<file path="src/design/timeout_timer_table_top_macros.svh">
// Assertion macros for the timeout timer table.
// Used by timeout_timer_table_top; expects clk and arst_n in the including scope.
`ifndef TIMEOUT_TIMER_TABLE_TOP_MACROS_SVH
`define TIMEOUT_TIMER_TABLE_TOP_MACROS_SVH

// Whenever ante holds, cons must hold in the same cycle.
`define TTT_ASSERT_SAME(lbl, ante, cons) \
	lbl: assert property (@(posedge clk) disable iff (!arst_n) (ante) |-> (cons)) \
		else $error("timeout timer table: same-cycle check failed");

// Whenever ante holds, cons must hold in the next cycle.
`define TTT_ASSERT_NEXT(lbl, ante, cons) \
	lbl: assert property (@(posedge clk) disable iff (!arst_n) (ante) |=> (cons)) \
		else $error("timeout timer table: next-cycle check failed");

`endif

</file>
<file path="src/design/ttt_pkg.sv">
// Shared constants, types and helpers of the timeout timer table.
// No dependencies; imported by every module and interface of the block but ttt_ram.
package ttt_pkg;

	localparam int ENTRIES = 32;
	localparam int AW      = (ENTRIES > 1) ? $clog2(ENTRIES) : 1;
	localparam int CNT_W   = $clog2(ENTRIES + 1);

	localparam int OP_W   = 2;
	localparam int IDX_W  = 5;
	localparam int DUR_W  = 31;
	localparam int NOW_W  = 48;
	localparam int IVL_W  = 32;
	localparam int WORD_W = DUR_W + NOW_W;

	localparam logic [OP_W-1:0] OP_ARM    = 2'd0;
	localparam logic [OP_W-1:0] OP_REMOVE = 2'd1;
	localparam logic [OP_W-1:0] OP_SCAN   = 2'd2;
	localparam logic [OP_W-1:0] OP_NOP    = 2'd3;

	localparam logic [IVL_W-1:0] CFG_RESET = 32'd60000;
	localparam logic [NOW_W:0]   MARGIN_MS = (NOW_W + 1)'(1000);

	// Read stage: the entry being read from the table.
	typedef struct packed {
		logic          occ;
		logic          ev;
		logic [AW-1:0] idx;
	} s1_t;

	// Evaluated stage: classification of one entry against the scan time.
	typedef struct packed {
		logic             occ;
		logic             exp;
		logic             pend;
		logic [AW-1:0]    idx;
		logic [NOW_W-1:0] rem;
	} s2_t;

	// Remaining time plus the margin, saturated to the interval width.
	function automatic logic [IVL_W-1:0] sat_interval(input logic [NOW_W-1:0] rem);
		logic [NOW_W:0] sum;
		sum = {1'b0, rem} + MARGIN_MS;
		if (sum[NOW_W:IVL_W] != '0) begin
			return '1;
		end
		return sum[IVL_W-1:0];
	endfunction

endpackage

</file>
<file path="src/design/ttt_in_if.sv">
// Input channel of the timeout timer table: valid/ready plus one command item.
// Depends on ttt_pkg for the field widths.
interface ttt_in_if import ttt_pkg::*; ();
	logic             valid;
	logic             ready;
	logic [OP_W-1:0]  opcode;
	logic [IDX_W-1:0] entry_index;
	logic [DUR_W-1:0] timeout_ms;
	logic [NOW_W-1:0] now_ms;

	modport source (output valid, opcode, entry_index, timeout_ms, now_ms, input ready);
	modport sink (input valid, opcode, entry_index, timeout_ms, now_ms, output ready);
endinterface

</file>
<file path="src/design/ttt_out_if.sv">
// Result channel of the timeout timer table: valid/ready plus one result item.
// Depends on ttt_pkg for the field widths.
interface ttt_out_if import ttt_pkg::*; ();
	logic             valid;
	logic             ready;
	logic             expired;
	logic [IDX_W-1:0] expired_entry;
	logic [IVL_W-1:0] next_interval_ms;
	logic             last;

	modport source (output valid, expired, expired_entry, next_interval_ms, last, input ready);
	modport sink (input valid, expired, expired_entry, next_interval_ms, last, output ready);
endinterface

</file>
<file path="src/design/ttt_ram.sv">
// Generic simple dual-port RAM: one write port, one read port, registered read.
// No dependencies.
module ttt_ram #(
	parameter int WIDTH = 8,
	parameter int DEPTH = 2,
	parameter int ADDR_W = (DEPTH > 1) ? $clog2(DEPTH) : 1
) (
	input  logic              clk,
	input  logic              we,
	input  logic [ADDR_W-1:0] waddr,
	input  logic [WIDTH-1:0]  wdata,
	input  logic              re,
	input  logic [ADDR_W-1:0] raddr,
	output logic [WIDTH-1:0]  rdata
);
	logic [WIDTH-1:0] mem [DEPTH];

	always_ff @(posedge clk) begin
		if (we) begin
			mem[waddr] <= wdata;
		end
	end

	always_ff @(posedge clk) begin
		if (re) begin
			rdata <= mem[raddr];
		end
	end
endmodule

</file>
<file path="src/design/ttt_eval.sv">
// Evaluation stage of the scan pipeline: classifies one table entry as expired,
// pending or neither and works out its remaining time. Depends on ttt_pkg.
module ttt_eval import ttt_pkg::*; (
	input  logic              clk,
	input  logic              arst_n,
	input  logic              stall,
	input  s1_t               s1,
	input  logic [WORD_W-1:0] word,
	input  logic [NOW_W-1:0]  now,
	output s2_t               s2
);
	logic [DUR_W-1:0] dur;
	logic [NOW_W-1:0] dl;
	logic             after_now;

	assign dur       = word[WORD_W-1:NOW_W];
	assign dl        = word[NOW_W-1:0];
	assign after_now = dl > now;

	// A deadline of zero means the entry was armed with no timeout.
	always_ff @(posedge clk or negedge arst_n) begin
		if (!arst_n) begin
			s2 <= '0;
		end else if (!stall) begin
			s2.occ  <= s1.occ;
			s2.exp  <= s1.ev && (dl != '0) && !after_now;
			s2.pend <= s1.ev && after_now && (dur != '0);
			s2.idx  <= s1.idx;
			s2.rem  <= dl - now;
		end
	end
endmodule

</file>
<file path="src/design/ttt_ctrl.sv">
// Sequencer of the timeout timer table: command decode, valid marks, table
// writes, scan walk, interval tracking and the result register. Depends on ttt_pkg.
module ttt_ctrl import ttt_pkg::*; (
	input  logic              clk,
	input  logic              arst_n,
	input  logic              cfg_we,
	input  logic [IVL_W-1:0]  cfg_wdata,
	ttt_in_if.sink            in_ch,
	ttt_out_if.source         out_ch,
	input  s2_t               s2,
	output s1_t               s1,
	output logic              stall,
	output logic [NOW_W-1:0]  now_q,
	output logic              ram_we,
	output logic [AW-1:0]     ram_waddr,
	output logic [WORD_W-1:0] ram_wdata,
	output logic              ram_re,
	output logic [AW-1:0]     ram_raddr
);
	localparam logic [1:0] ST_IDLE = 2'd0;
	localparam logic [1:0] ST_SCAN = 2'd1;
	localparam logic [1:0] ST_ACK  = 2'd2;

	logic [1:0]         state_q;
	logic [CNT_W-1:0]   cnt_q;
	logic [ENTRIES-1:0] valid_q;
	logic [IVL_W-1:0]   cfg_q;
	logic [IVL_W-1:0]   ivl_q;

	logic             out_valid_q;
	logic             out_exp_q;
	logic [IDX_W-1:0] out_idx_q;
	logic [IVL_W-1:0] out_ivl_q;
	logic             out_last_q;

	logic             in_acc;
	logic             in_range;
	logic             out_free;
	logic             issue;
	logic             scan_done;
	logic             load_exp;
	logic             load_fin;
	logic             load_ack;
	logic             shorten;
	logic [NOW_W:0]   dl_sum;
	logic [NOW_W-1:0] dl_new;

	assign in_ch.ready = (state_q == ST_IDLE);
	assign in_acc      = in_ch.valid && in_ch.ready;
	assign in_range    = int'(in_ch.entry_index) < ENTRIES;

	assign out_free  = !out_valid_q || out_ch.ready;
	assign stall     = s2.occ && s2.exp && !out_free;
	assign issue     = (state_q == ST_SCAN) && (cnt_q != CNT_W'(ENTRIES)) && !stall;
	assign scan_done = (state_q == ST_SCAN) && (cnt_q == CNT_W'(ENTRIES)) && !s1.occ && !s2.occ;
	assign load_exp  = s2.occ && s2.exp && out_free;
	assign load_fin  = scan_done && out_free;
	assign load_ack  = (state_q == ST_ACK) && out_free;
	assign shorten   = s2.occ && !s2.exp && s2.pend && (NOW_W'(ivl_q) > s2.rem);

	// Deadline saturates at the top of the time range.
	assign dl_sum = {1'b0, in_ch.now_ms} + (NOW_W + 1)'(in_ch.timeout_ms);
	always_comb begin
		if (in_ch.timeout_ms == '0) begin
			dl_new = '0;
		end else if (dl_sum[NOW_W]) begin
			dl_new = '1;
		end else begin
			dl_new = dl_sum[NOW_W-1:0];
		end
	end

	assign ram_we    = in_acc && in_range && (in_ch.opcode == OP_ARM);
	assign ram_waddr = AW'(in_ch.entry_index);
	assign ram_wdata = {in_ch.timeout_ms, dl_new};
	assign ram_re    = issue;
	assign ram_raddr = cnt_q[AW-1:0];

	always_ff @(posedge clk or negedge arst_n) begin
		if (!arst_n) begin
			state_q     <= ST_IDLE;
			cnt_q       <= '0;
			valid_q     <= '0;
			cfg_q       <= CFG_RESET;
			out_valid_q <= 1'b0;
			s1          <= '0;
		end else begin
			if (cfg_we) begin
				cfg_q <= cfg_wdata;
			end
			if (in_acc && in_range) begin
				if (in_ch.opcode == OP_ARM) begin
					valid_q[ram_waddr] <= 1'b1;
				end else if (in_ch.opcode == OP_REMOVE) begin
					valid_q[ram_waddr] <= 1'b0;
				end
			end
			if (!stall) begin
				s1.occ <= issue;
				s1.ev  <= valid_q[ram_raddr];
				s1.idx <= ram_raddr;
			end
			if (issue) begin
				cnt_q <= cnt_q + CNT_W'(1);
			end
			if (load_exp || load_fin || load_ack) begin
				out_valid_q <= 1'b1;
			end else if (out_ch.ready) begin
				out_valid_q <= 1'b0;
			end
			unique case (state_q)
				ST_IDLE: begin
					if (in_acc) begin
						if (in_ch.opcode == OP_SCAN) begin
							state_q <= ST_SCAN;
							cnt_q   <= '0;
						end else begin
							state_q <= ST_ACK;
						end
					end
				end
				ST_SCAN: begin
					if (load_fin) begin
						state_q <= ST_IDLE;
					end
				end
				ST_ACK: begin
					if (load_ack) begin
						state_q <= ST_IDLE;
					end
				end
				default: begin
					state_q <= ST_IDLE;
				end
			endcase
		end
	end

	always_ff @(posedge clk) begin
		if (in_acc && (in_ch.opcode == OP_SCAN)) begin
			ivl_q <= cfg_q;
			now_q <= in_ch.now_ms;
		end else if (shorten) begin
			ivl_q <= sat_interval(s2.rem);
		end
		if (load_exp) begin
			out_exp_q  <= 1'b1;
			out_idx_q  <= IDX_W'(s2.idx);
			out_ivl_q  <= '0;
			out_last_q <= 1'b0;
		end else if (load_fin) begin
			out_exp_q  <= 1'b0;
			out_idx_q  <= '0;
			out_ivl_q  <= ivl_q;
			out_last_q <= 1'b1;
		end else if (load_ack) begin
			out_exp_q  <= 1'b0;
			out_idx_q  <= '0;
			out_ivl_q  <= '0;
			out_last_q <= 1'b1;
		end
	end

	assign out_ch.valid            = out_valid_q;
	assign out_ch.expired          = out_exp_q;
	assign out_ch.expired_entry    = out_idx_q;
	assign out_ch.next_interval_ms = out_ivl_q;
	assign out_ch.last             = out_last_q;
endmodule

</file>
<file path="src/design/timeout_timer_table_top.sv">
// Timeout timer table: arm, remove and scan commands against a table of
// timeout entries. in_ch takes command items, out_ch returns result items,
// cfg_we/cfg_wdata write the default scan interval (reset value 60000 ms).
// Arm, remove and the unused opcode each return a single acknowledgement item
// with last set, passed through the ACK state into the result register.
// A scan reads the table one entry a cycle while out_ch does not stall, from
// a simple dual-port memory, and walks a two-stage pipeline (read, evaluate);
// it returns one item per expired entry and a final item with last set
// carrying the next interval. Each item is worked on alone, so in_ch.ready is
// low from acceptance until the item's final result is registered. When
// out_ch stalls with an expired item pending, the walk freezes in place and
// resumes without loss. Reset clears the valid marks and the control state at
// once; table contents are only used for valid entries, so no clearing pass is
// needed. Depends on ttt_pkg, the channel interfaces, ttt_ram, ttt_eval,
// ttt_ctrl and the assertion macro header.
`include "timeout_timer_table_top_macros.svh"

module timeout_timer_table_top import ttt_pkg::*; (
	input  logic             clk,
	input  logic             arst_n,
	input  logic             cfg_we,
	input  logic [IVL_W-1:0] cfg_wdata,
	ttt_in_if.sink           in_ch,
	ttt_out_if.source        out_ch
);
	s1_t               s1;
	s2_t               s2;
	logic              stall;
	logic [NOW_W-1:0]  now_q;
	logic              ram_we;
	logic [AW-1:0]     ram_waddr;
	logic [WORD_W-1:0] ram_wdata;
	logic              ram_re;
	logic [AW-1:0]     ram_raddr;
	logic [WORD_W-1:0] ram_rdata;

	ttt_ctrl u_ctrl (
		.clk       (clk),
		.arst_n    (arst_n),
		.cfg_we    (cfg_we),
		.cfg_wdata (cfg_wdata),
		.in_ch     (in_ch),
		.out_ch    (out_ch),
		.s2        (s2),
		.s1        (s1),
		.stall     (stall),
		.now_q     (now_q),
		.ram_we    (ram_we),
		.ram_waddr (ram_waddr),
		.ram_wdata (ram_wdata),
		.ram_re    (ram_re),
		.ram_raddr (ram_raddr)
	);

	ttt_ram #(
		.WIDTH  (WORD_W),
		.DEPTH  (ENTRIES),
		.ADDR_W (AW)
	) u_ram (
		.clk   (clk),
		.we    (ram_we),
		.waddr (ram_waddr),
		.wdata (ram_wdata),
		.re    (ram_re),
		.raddr (ram_raddr),
		.rdata (ram_rdata)
	);

	ttt_eval u_eval (
		.clk    (clk),
		.arst_n (arst_n),
		.stall  (stall),
		.s1     (s1),
		.word   (ram_rdata),
		.now    (now_q),
		.s2     (s2)
	);

	// Table writes happen only while no scan is in flight.
	`TTT_ASSERT_SAME(a_no_write_during_scan, ram_we, !s1.occ && !s2.occ)
	// An accepted item keeps the input closed in the following cycle.
	`TTT_ASSERT_NEXT(a_one_item_at_a_time, in_ch.valid && in_ch.ready, !in_ch.ready)
	// No read is issued while the pipeline is frozen.
	`TTT_ASSERT_SAME(a_no_read_when_stalled, stall, !ram_re)
	// An evaluated entry is never both expired and pending.
	`TTT_ASSERT_SAME(a_exp_pend_exclusive, s2.occ, !(s2.exp && s2.pend))
endmodule
</file>
<file path="src/flat_wrapper.sv">
// flat-port wrapper written by rule: the top's interface ports become plain ports
module timeout_timer_table_top_flat import ttt_pkg::*;
  (clk, arst_n, cfg_we, cfg_wdata, in_ch_valid, in_ch_opcode, in_ch_entry_index, in_ch_timeout_ms, in_ch_now_ms, in_ch_ready, out_ch_valid, out_ch_expired, out_ch_expired_entry, out_ch_next_interval_ms, out_ch_last, out_ch_ready);
  ttt_in_if in_ch_i ();
  ttt_out_if out_ch_i ();
  input  logic clk;
  input  logic arst_n;
  input  logic cfg_we;
  input  logic [IVL_W-1:0] cfg_wdata;
  input wire logic [$bits(in_ch_i.valid)-1:0] in_ch_valid;
  input wire logic [$bits(in_ch_i.opcode)-1:0] in_ch_opcode;
  input wire logic [$bits(in_ch_i.entry_index)-1:0] in_ch_entry_index;
  input wire logic [$bits(in_ch_i.timeout_ms)-1:0] in_ch_timeout_ms;
  input wire logic [$bits(in_ch_i.now_ms)-1:0] in_ch_now_ms;
  output wire logic [$bits(in_ch_i.ready)-1:0] in_ch_ready;
  output wire logic [$bits(out_ch_i.valid)-1:0] out_ch_valid;
  output wire logic [$bits(out_ch_i.expired)-1:0] out_ch_expired;
  output wire logic [$bits(out_ch_i.expired_entry)-1:0] out_ch_expired_entry;
  output wire logic [$bits(out_ch_i.next_interval_ms)-1:0] out_ch_next_interval_ms;
  output wire logic [$bits(out_ch_i.last)-1:0] out_ch_last;
  input wire logic [$bits(out_ch_i.ready)-1:0] out_ch_ready;
  assign in_ch_i.valid = in_ch_valid;
  assign in_ch_i.opcode = in_ch_opcode;
  assign in_ch_i.entry_index = in_ch_entry_index;
  assign in_ch_i.timeout_ms = in_ch_timeout_ms;
  assign in_ch_i.now_ms = in_ch_now_ms;
  assign in_ch_ready = in_ch_i.ready;
  assign out_ch_valid = out_ch_i.valid;
  assign out_ch_expired = out_ch_i.expired;
  assign out_ch_expired_entry = out_ch_i.expired_entry;
  assign out_ch_next_interval_ms = out_ch_i.next_interval_ms;
  assign out_ch_last = out_ch_i.last;
  assign out_ch_i.ready = out_ch_ready;
  timeout_timer_table_top u_core (.clk(clk), .arst_n(arst_n), .cfg_we(cfg_we), .cfg_wdata(cfg_wdata), .in_ch(in_ch_i), .out_ch(out_ch_i));
endmodule
</file>
<file path="config.mk">
export PLATFORM = sky130hd
export DESIGN_NAME = timeout_timer_table_top_flat
export DESIGN_NICKNAME = d
export VERILOG_FILES = /design/src/design/ttt_pkg.sv /design/src/design/ttt_in_if.sv /design/src/design/ttt_out_if.sv /design/src/design/ttt_ram.sv /design/src/design/ttt_eval.sv /design/src/design/ttt_ctrl.sv /design/src/design/timeout_timer_table_top.sv /design/src/flat_wrapper.sv
export VERILOG_INCLUDE_DIRS = /design/src /design/src/design
export SDC_FILE = /design/constraint.sdc
export NUM_CORES = 2
export LEC_CHECK = 0
export ABC_AREA = 0
export BUFFER_PORTS_ARGS = -buffer_cell sky130_fd_sc_hd__buf_4
export CAP_MARGIN = 20
export CORE_MARGIN = 4
export CORE_UTILIZATION = 36
export DETAILED_ROUTE_END_ITERATION = 10
export PLACE_DENSITY = 0.6
export SLEW_MARGIN = 10
export SYNTH_ARGS = -nofsm -noshare
export SYNTH_HDL_FRONTEND = slang
export SYNTH_SLANG_ARGS = --single-unit
</file>
<file path="constraint.sdc">
create_clock -name clk -period 6.3 [get_ports clk]
set_input_delay 0.315 -clock clk [delete_from_list [all_inputs] [get_ports clk]]
set_output_delay 0.315 -clock clk [all_outputs]
set_load 0.05 [all_outputs]
</file>
==> impl_metrics.ini <==
[routing]
route.detailed.wl_per_inst_um = 31.12
drc = 0
viasPerCell = 5.671
postRouteAntennaNets = 0
wl_mm = 321.3
first_pass_iters = 5
num_vias = 58558
dr.first_iter.drc_count = 7311

[global_routing]
first_global_vias = 58722
antenna_found_initial = 16
grt.overflow.total = 0
grt_max_degree = 147
grt_use_total_pct = 19.40
grt_pass1_wl_mm = 452.6

[finish]
layout.nets = 6168
layout_common_cells = edfxtp_1 (2692), mux4_2 (800), clkbuf_16 (307)
final_area_sq_um = 132700
area_growth_pct = 16.01
drive_above_1_share_pct = 29.24
mostFrequentLayoutCell = edfxtp_1

[worst_hold_path]
hold_class = in2reg
min_from = in_ch_entry_index[4]
min_path_cells = 4

[logic_synthesis]
synth_seq_cells = 2862
syn_area_sq_um = 114400
synth.avg_cell_area_sq_um = 20.97
synthCells = 5457
ys_warn_count = 0
synth_seq_area_share_pct = 74.23
synth_nets = 5696
synth_edf_count = 2692
async_reset_ff_share_pct = 4.752
ys_types = 90
synth_ff_type = edfxtp_1

[setup_path]
cp_cell_sequence = dlygate4sd3_1 > buf_4 > ha_1 > fa_1 > a211oi_2 > o21ai_1 > a2111oi_0 > nor2_1 > a211oi_2 > o21ai_1 > a41oi_2 > nand4b_4 > a21oi_1 > buf_4
endpoint_kind = register
path_buf_inv = 3
max_stage_delay_ns = 1.10
crit_slowest_cell = a21oi_1
cp_top_family = compound AO/OA/AOI/OAI gates
r2r_start = u_core.u_eval.s2[25]
start_kind = input port
cp.required_ns = 7.00
setup.worst_path.class = in2reg
crit_arrival_ns = 5.66
r2r_end = u_core.u_ctrl.ivl_q[3]
r2r_slack_ns = 2.15
path_max_fanout = 34
r2r_cells = 10

[floorplan]
dieArea_sq_um = 326900
io_pins = 164
rows = 206
initial_utilization_pct = 36.24
die_h_um = 571.8
die_w_um = 571.8
placeableCoreArea_sq_um = 315700

[timing]
skew_ns = 0.06597
finalHoldViolCount = 0
drv_slew = 0
min_period_ns = 4.956
finalCritPeriodShare_pct = 78.67
finalSetupTns_ns = 0
rsz0062_at_grt = false
worst_slew_pin_slew_ns = 1.108
fmax_mhz = 201.8
slew-limit-headroom_pct = 25.48
setup_viol = 0

[clock_network]
clk_pin_slew_worst_paths_ns = 0.06
clock_tree.root_cell = clkbuf_16
htreeDepth = 5
tritoncts = built
cts.sinks = 2862
cts_resized = 0
post-cts-setup-buffer-count = 0
cts_made_buffers = 304
clockBufferDepth = 4
hold_buffers = 111
clkLatencyLatePin_ns = 0.88

[power_and_ir_drop]
irDropWorstVdd_mv = 0.3941
total_power_w = 0.05356
leakage_nw = 42.17
power.density_nw_per_um2 = 403.5

[placement]
dpl_cell_area_sq_um = 122000
place_hpwl_mm = 176.8
routabilityCongestion = 0.8784
io_buffers = 163

[job]
timing.max_cap.violations = 0

[status]
status = finished, final reports clean
[worst max-delay path by stage]
stage	end	depth (start not counted)	start
global route	u_core.u_ram.mem[20][33]	17	in_ch_timeout_ms[0]
finish	u_core.u_ram.mem[0][23]	14	in_ch_timeout_ms[0]
CTS	u_core.u_ram.mem[9][42]	14	in_ch_timeout_ms[0]
global placement	u_core.u_ram.mem[5][42]	13	in_ch_timeout_ms[0]
floorplan	u_core.u_ram.mem[20][0]	7	u_core.u_ctrl.state_q[1]
detailed placement	u_core.u_ram.mem[9][42]	13	in_ch_timeout_ms[0]
[cells by family (layout without fill, tap and decap cells)]
| group | count (synthesis) | after routing | share of synthesized area (%) |
|---|---|---|---|
| other | 0 | 4 | 0 |
| buffers and inverters | 382 | 1087 | 1.307 |
| AND/OR/NAND/NOR | 536 | 536 | 2.397 |
| multiplexers | 914 | 914 | 16.87 |
| adder cells (fa/ha/maj) | 116 | 116 | 1.282 |
| AO/OA/AOI/OAI | 536 | 536 | 3.066 |
| flip-flops | 2862 | 2862 | 74.23 |
| XOR/XNOR | 111 | 111 | 0.8497 |
[worst reg2reg max path, cell delays in order (launching register included)]
cell       delay, ns
dfrtp_1         0.43
inv_1           0.09
ha_1            0.31
nand4_1         0.13
or2_2           0.38
nor3_1          0.50
o21ai_0         0.17
a21oi_1         0.52
a2111oi_0       0.25
o21ai_4         0.68
buf_4           0.39
[metrics by stage]
step                utilization [%]  worst slack, ns  std cells  hold WS [ns]
finish                        42.04            1.344      10326       0.06485
global route                  42.04            1.186      10324       0.03916
CTS                           41.98            1.150      10312      0.007878
detailed placement            38.65           0.8903       9662        0.4446
global placement              38.65           0.9510       9662        0.4306
floorplan                         -           0.1403       5457       0.01941
[cells in the mapped netlist (all sizes together), types with 5 or more instances]
cell type     n  area, sq um
dfrtp       129         3228
and2         11        68.82
mux2        112         1261
ha          114         1426
nor2b        19        118.9
and4          9        83.83
xnor2        73        639.4
inv         115        431.7
nand3        31        165.2
clkbuf      211        792.0
dfstp         7        183.9
and3         18        112.6
nand2b       14        87.58
a31oi        15        93.84
nor2        171        649.4
a21o         52        390.4
a211o         5        43.79
xor2         38        332.8
o21bai       15        112.6
nand4        38        259.0
nor3         36        195.2
or3           9        61.31
o41ai        13        113.9
a211oi       15        122.6
o21ai       108        540.5
nand2       114        430.4
or2          11        68.82
buf          56        271.5
mux4        800        18020
o31ai        22        165.2
a41oi         5        51.30
dfxtp        34        680.7
a22o         31        271.5
edfxtp     2692        80840
a21oi       200         1117
nor4         38        259.0
o21a         17        127.6
[power breakdown]
part           switching (W)  leakage, nW  internal (W)
combinational        0.00710         11.5       0.00663
sequential          0.000772         26.1        0.0220
clock                0.00742         4.59       0.00966
total                 0.0153         42.2        0.0383
[registers in the layout (all words and copies together) (netlist names), named ones only]
| name | flops |
|---|---|
| u_core.u_ctrl.state_q | 2 |
| u_core.u_ctrl.now_q | 48 |
| u_core.u_ctrl.out_ch.next_interval_ms | 32 |
| u_core.u_ram.mem | 2528 |
| u_core.u_ctrl.out_ch.valid | 1 |
| u_core.u_ctrl.out_ch.expired_entry | 5 |
| u_core.u_ctrl.out_ch.expired | 1 |
| u_core.u_ctrl.cfg_q | 32 |
| u_core.u_ctrl.out_ch.last | 1 |
| u_core.u_ctrl.cnt_q | 6 |
| u_core.u_ram.rdata | 79 |
| u_core.u_ctrl.ivl_q | 32 |
| u_core.u_eval.s2 | 56 |
| u_core.u_ctrl.s1 | 7 |
[per-layer routing]
metal	global-route usage (%)	wire length (um)	vias up
li1	-	-	23738
met1	27.35	132800	31745
met2	30.79	152000	2585
met3	2.537	22760	484
met4	7.601	13680	6
met5	0	41	-
[area by class of cell]
class,count,area [sq um]
Fill cell,27074,183000
Sequential cell,2862,84950
Multi-Input combinational cell,2213,28470
Clock buffer,377,7985
Tap cell,4160,5205
Timing Repair Buffer,433,4240
Clock inverter,162,1445
Inverter,115,431.7
Antenna cell,4,10.01
Power figures use the tool's default switching activity.
